<file path="src/hw/rtl/swm_pkg.sv">
package swm_pkg;

  // default sizing of the window and the sample
  localparam int unsigned WINDOW_MAX_DEF  = 64;
  localparam int unsigned SAMPLE_BITS_DEF = 32;

  // width of the window size register
  localparam int unsigned WIN_CFG_W = 7;

  // commands from the controller to the datapath
  typedef struct packed {
    logic insert;    // take the input word into ring and sorted cells
    logic med_load;  // load the median into the output register, read oldest
    logic remove;    // drop the oldest sample from the sorted cells
  } swm_cmd_t;

  // status from the datapath to the controller
  typedef struct packed {
    logic full;      // the word being inserted fills the window
  } swm_status_t;

endpackage

</file>
<file path="src/hw/rtl/swm_ctrl.sv">
module swm_ctrl import swm_pkg::*; (
  input  logic        clk_i,
  input  logic        rst_ni,
  input  logic        in_valid_i,
  output logic        in_stall_o,
  output logic        out_valid_o,
  input  logic        out_stall_i,
  input  swm_status_t status_i,
  output swm_cmd_t    cmd_o
);

  typedef enum logic [1:0] {
    ST_IDLE,
    ST_MEDIAN,
    ST_REMOVE
  } state_e;

  state_e state_q, state_d;
  logic   out_valid_q, out_valid_d;
  logic   in_acc;
  logic   med_go;

  assign in_acc = in_valid_i && (state_q == ST_IDLE);
  assign med_go = (state_q == ST_MEDIAN) && !(out_valid_q && out_stall_i);

  // next state and output valid
  always_comb begin
    state_d     = state_q;
    out_valid_d = out_valid_q && out_stall_i;
    unique case (state_q)
      ST_IDLE: begin
        if (in_acc && status_i.full) begin
          state_d = ST_MEDIAN;
        end
      end
      ST_MEDIAN: begin
        if (med_go) begin
          state_d     = ST_REMOVE;
          out_valid_d = 1'b1;
        end
      end
      ST_REMOVE: begin
        state_d = ST_IDLE;
      end
      default: begin
        state_d = ST_IDLE;
      end
    endcase
  end

  // state and registered output valid
  always_ff @(posedge clk_i or negedge rst_ni) begin
    if (!rst_ni) begin
      state_q     <= ST_IDLE;
      out_valid_q <= 1'b0;
    end else begin
      state_q     <= state_d;
      out_valid_q <= out_valid_d;
    end
  end

  assign in_stall_o      = (state_q != ST_IDLE);
  assign out_valid_o     = out_valid_q;
  assign cmd_o.insert    = in_acc;
  assign cmd_o.med_load  = med_go;
  assign cmd_o.remove    = (state_q == ST_REMOVE);

`ifndef SYNTH
  // removal always follows a median load
  assert property (@(posedge clk_i) disable iff (!rst_ni)
    (state_q == ST_REMOVE) |-> $past(state_q == ST_MEDIAN))
    else $error("remove without median");

  // a held result is never overwritten
  assert property (@(posedge clk_i) disable iff (!rst_ni)
    (state_q == ST_MEDIAN && out_valid_q && out_stall_i) |=> (state_q == ST_MEDIAN))
    else $error("median loaded over stalled word");

  // a median load raises output valid
  assert property (@(posedge clk_i) disable iff (!rst_ni)
    cmd_o.med_load |=> out_valid_q)
    else $error("output valid missing after median load");
`endif

endmodule

</file>
<file path="config.mk">
export PLATFORM = sky130hd
export DESIGN_NAME = swm_ctrl
export DESIGN_NICKNAME = d
export VERILOG_FILES = /design/src/hw/rtl/swm_pkg.sv /design/src/hw/rtl/swm_ctrl.sv
export SDC_FILE = /design/constraint.sdc
export NUM_CORES = 1
export LEC_CHECK = 0
export BUFFER_PORTS_ARGS = -buffer_cell sky130_fd_sc_hd__buf_2
export CAP_MARGIN = 20
export CORE_AREA = 5 5 42 44
export CTS_BUF_LIST = sky130_fd_sc_hd__clkbuf_8
export DETAILED_ROUTE_END_ITERATION = 10
export DIE_AREA = 0 0 47 49
export SLEW_MARGIN = 20
export SYNTH_ARGS = -nofsm -noshare
export SYNTH_HDL_FRONTEND = slang
export SYNTH_SLANG_ARGS = --single-unit
</file>
<file path="constraint.sdc">
create_clock -name clk_i -period 1.87 [get_ports clk_i]
set_input_delay 0.2805 -clock clk_i [delete_from_list [all_inputs] [get_ports clk_i]]
set_output_delay 0.2805 -clock clk_i [all_outputs]
set_load 0.01 [all_outputs]
</file>
# Word-level counts from Yosys, hierarchy flattened

Cells that the tools add are included.

Flip-flop bits (word level): 3

Reduce and logical (&&, ||, !) cells: 8
Multiplexer cells: 5
Eq/ne operators: 4

Operator list:

| cell                                                                     | count |
|---|---|
| 1-bit logical AND                                                        | 4 |
| 2-bit two-way mux                                                        | 2 |
| 2-bit case mux with 2 select lines                                       | 1 |
| 2-bit by 1-bit == test with 1-bit output (second input constant)         | 1 |
| 2-bit == test (second input constant)                                    | 1 |
| 2-bit zero test                                                          | 1 |
| 1-bit two-way mux                                                        | 2 |
| 2-bit by 1-bit inequality test with 1-bit output (second input constant) | 1 |
| 2-bit inequality test (second input constant)                            | 1 |
| 2-bit AND reduction                                                      | 1 |
| 2-bit nonzero test                                                       | 1 |
| 1-bit zero test                                                          | 1 |

# Longest topological paths before layout

Depth in word-level cells: 5
Mapped depth: 3
Gate-level depth less buffers: 2

# Least setup slack after synthesis

Ideal clock, no wire load.

Path kind: register -> output
Start point: register state_q[0]
End point: output port cmd_o[2] (netlist name)
Data required time: 1.590 ns
Slack: 0.749 ns
Buffers on the path: 1
Data arrival time: 0.840 ns
Stages on the path, launching flop included: 4
Path through: dfrtp_1 > or2_4 > nor2_1 > buf_4

Cells in the longest elaborated chain, start to end: 2

RTL lines:

| element                | RTL line       | source |
|---|---|---|
| from (decl)            | swm_ctrl.sv:18 | `state_e state_q, state_d;` |
| from (signal assigned) | swm_ctrl.sv:57 | `state_q <= state_d;` |
| 2-bit zero test        | swm_ctrl.sv:23 | `assign in_acc = in_valid_i && (state_q == ST_IDLE);` |
| 1-bit logical AND      | swm_ctrl.sv:23 |  |
| to (decl)              | swm_ctrl.sv:9  | `output swm_cmd_t cmd_o` |

No other way between the ends.

==> impl_metrics.py <==
metrics = {
    "run_status": {
        "outcome": "finished clean",
    },
    "synthesis": {
        "ys_warn_count": 0,
        "async_flop_share": 1.000,
        "yosysUniqueCellTypes": 10,
        "synth_area_leaders": "dfrtp_1, buf_4, o22ai_2",
        "syn_nets": 21,
        "yosys.area.top_type_share": 0.4918,
        "synth_edf_count": 0,
        "synth_cells": 16,
        "seq_area_frac_synth": 0.4918,
        "synth.ff_latch_count": 3,
        "synth_area_sq_um": 152.6,
        "avgSynthCellArea_sq_um": 9.540,
        "yosysTopAreaCell": "dfrtp_1",
        "synth_ff_type": "dfrtp_1",
        "synth_common_cells": "dfrtp_1, nand2_1, a21oi_1, buf_4",
    },
    "placed_design": {
        "port_buffers": 9,
        "dp_hpwl_um": 304,
        "gp_congestion": 0.6767,
        "pre_cts_slack_ps": 721.2,
    },
    "timing": {
        "tns_ps": 0,
        "tightestPinTransition_ps": 178.5,
        "finalCritPeriodShare": 0.7300,
        "rsz0062_at_grt": "no",
        "period_needed_ps": 1365,
        "fin_ws_ps": 504.9,
        "clock.fmax_mhz": 732.6,
        "final-hold-violation-count": 0,
        "finClkSkew_ps": 0.9324,
        "setup_viol": 0,
        "slew_headroom": 0.8810,
        "timing.final.max_slew_violations": 0,
    },
    "setup_path": {
        "crit_type": "flop to output pin",
        "crit_fanout": 4,
        "path_cells": "nand2b_1 -> a21oi_1 -> buf_2",
        "cp.arrival_ps": 1080,
        "critPathLaunchType": "flop",
        "cp-end-kind": "output pin",
        "slowest_stage": "dfrtp_1",
        "cp.required_ps": 1590,
        "cp.buffers_inverters": 1,
        "crit_family": "flip-flops",
        "slowest_delay_ps": 380,
    },
    "clock_network": {
        "clk_pin_slew_ps": 30,
        "h-tree-depth": 1,
        "clockBufferDepth": 2,
        "holdBufCountCts": 1,
        "cts_tree": "built",
        "cts_buffers": 3,
        "clock-sinks": 3,
        "cts_setup_buffers": 0,
        "cts_resized": 0,
        "clock_latency_ps": 210,
        "cts-root-buf": "clkbuf_8",
    },
    "detailed_routing": {
        "drc_errors": 0,
        "drtAntennaViolNets": 0,
        "routed_wl_um": 374,
        "via_per_inst": 3.318,
        "vias": 146,
        "drt_iter0_drc": 2,
        "dr.pass1.iters": 3,
        "wl_per_cell_um": 8.500,
    },
    "final_layout": {
        "layout.nets": 34,
        "fin_util": 0.1839,
        "syn_to_final_growth_pct": 68.85,
        "multi_input_comb_area_sq_um": 58.81,
        "drive_gt1_frac": 0.5000,
        "diodes": 0,
        "nFillCells": 163,
        "seqCellArea_sq_um": 75.07,
    },
    "global_routing": {
        "met2_usage": 0.06109,
        "grt_max_degree": 5,
        "grt_pass1_wl_um": 565,
        "grt_util_met3": 0.01107,
        "grt_pass1_vias": 151,
        "grt.overflow.total": 0,
        "gr-usage-met1": 0.02198,
        "gr-max-usage-layer": "met4",
        "grt_usage": 0.04085,
        "antenna_found_initial": 0,
    },
    "floorplanning": {
        "die_y_um": 49,
        "fp-row-count": 14,
        "initial_core_util": 0.1089,
        "ios": 10,
        "coreArea_sq_mm": 0.001401,
        "die_w_um": 47,
        "dieArea_sq_mm": 0.002303,
    },
    "power": {
        "p_per_area_mw_per_mm2": 1229,
        "ir_drop_mv": 0.1425,
        "p_leak_uw": 0.0001426,
    },
    "job": {
        "drv_cap": 0,
    },
    "hold_path": {
        "hp-class": "input port to flop",
    },
}
-- cells in the final DEF (no fill, tap or decap), drive strengths merged --
| cell | n |
|---|---|
| buf | 9 |
| nand2 | 3 |
| clkbuf | 3 |
| dfrtp | 3 |
| a21oi | 2 |
| inv | 2 |
| or2 | 1 |
| nor2b | 1 |
| nand2b | 1 |
| nor2 | 1 |
| o22ai | 1 |
| dlygate4sd3 | 1 |
-- cells by family after synthesis --
kind of cell	count (synthesis)	synth area share
AO/OA/AOI/OAI	3	0.1475
AND/OR/NAND/NOR	7	0.2377
flip-flops	3	0.4918
buffers and inverters	3	0.1229
-- where the power goes --
group / leakage (uW) / switching [uW] / internal, uW
registers: 0.0000393 / 6.83 / 74.2
clock network: 0.0000269 / 40.1 / 140
logic: 0.0000764 / 28.7 / 27.4
total: 0.000143 / 75.7 / 241
-- through the flow --
step	total power, uW	area (sq um)	std cells	hold WS, ps
after floorplan	119.7	152.6	16	-15.09
after global placement	136.0	202.7	39	77.57
after detailed placement	138.1	202.7	39	81.10
after CTS	323.0	257.7	44	270.3
after global routing	342.1	257.7	44	284.9
final	316.9	257.7	44	274.4
-- per-layer routing --
metal | up-vias | routed length, um | share of wire
met5 | - | 0 | 0
met3 | 2 | 35 | 0.094
met2 | 7 | 201 | 0.54
met1 | 63 | 118 | 0.32
met4 | 0 | 19 | 0.051
li1 | 74 | - | -
-- layout make-up --
class / count / share of cell area
Clock inverter: 1 / 0.01456
Clock buffer: 3 / 0.1602
Tap cell: 16 / 0.07767
Timing Repair Buffer: 10 / 0.2136
Inverter: 1 / 0.01456
Multi-Input combinational cell: 10 / 0.2282
Sequential cell: 3 / 0.2913
-- registers in the layout, summed over array words and instances (netlist names) --
| name | flops |
|---|---|
| state_q | 2 |
| out_valid_o | 1 |
-- final timing paths --
check / from / end / slack, ps / cells after the start
max: state_q[1] / cmd_o[1] / 500 / 3
min: out_stall_i / state_q[1] / 270 / 2
max reg2reg: state_q[1] / state_q[0] / 1050 / 2
min reg2reg: out_valid_o / state_q[1] / 490 / 1
max in group asynchronous: rst_ni / state_q[0] / 1360 / 2
min in group asynchronous: rst_ni / out_valid_o / 400 / 2
No activity file was read; power rests on OpenSTA's default activity.
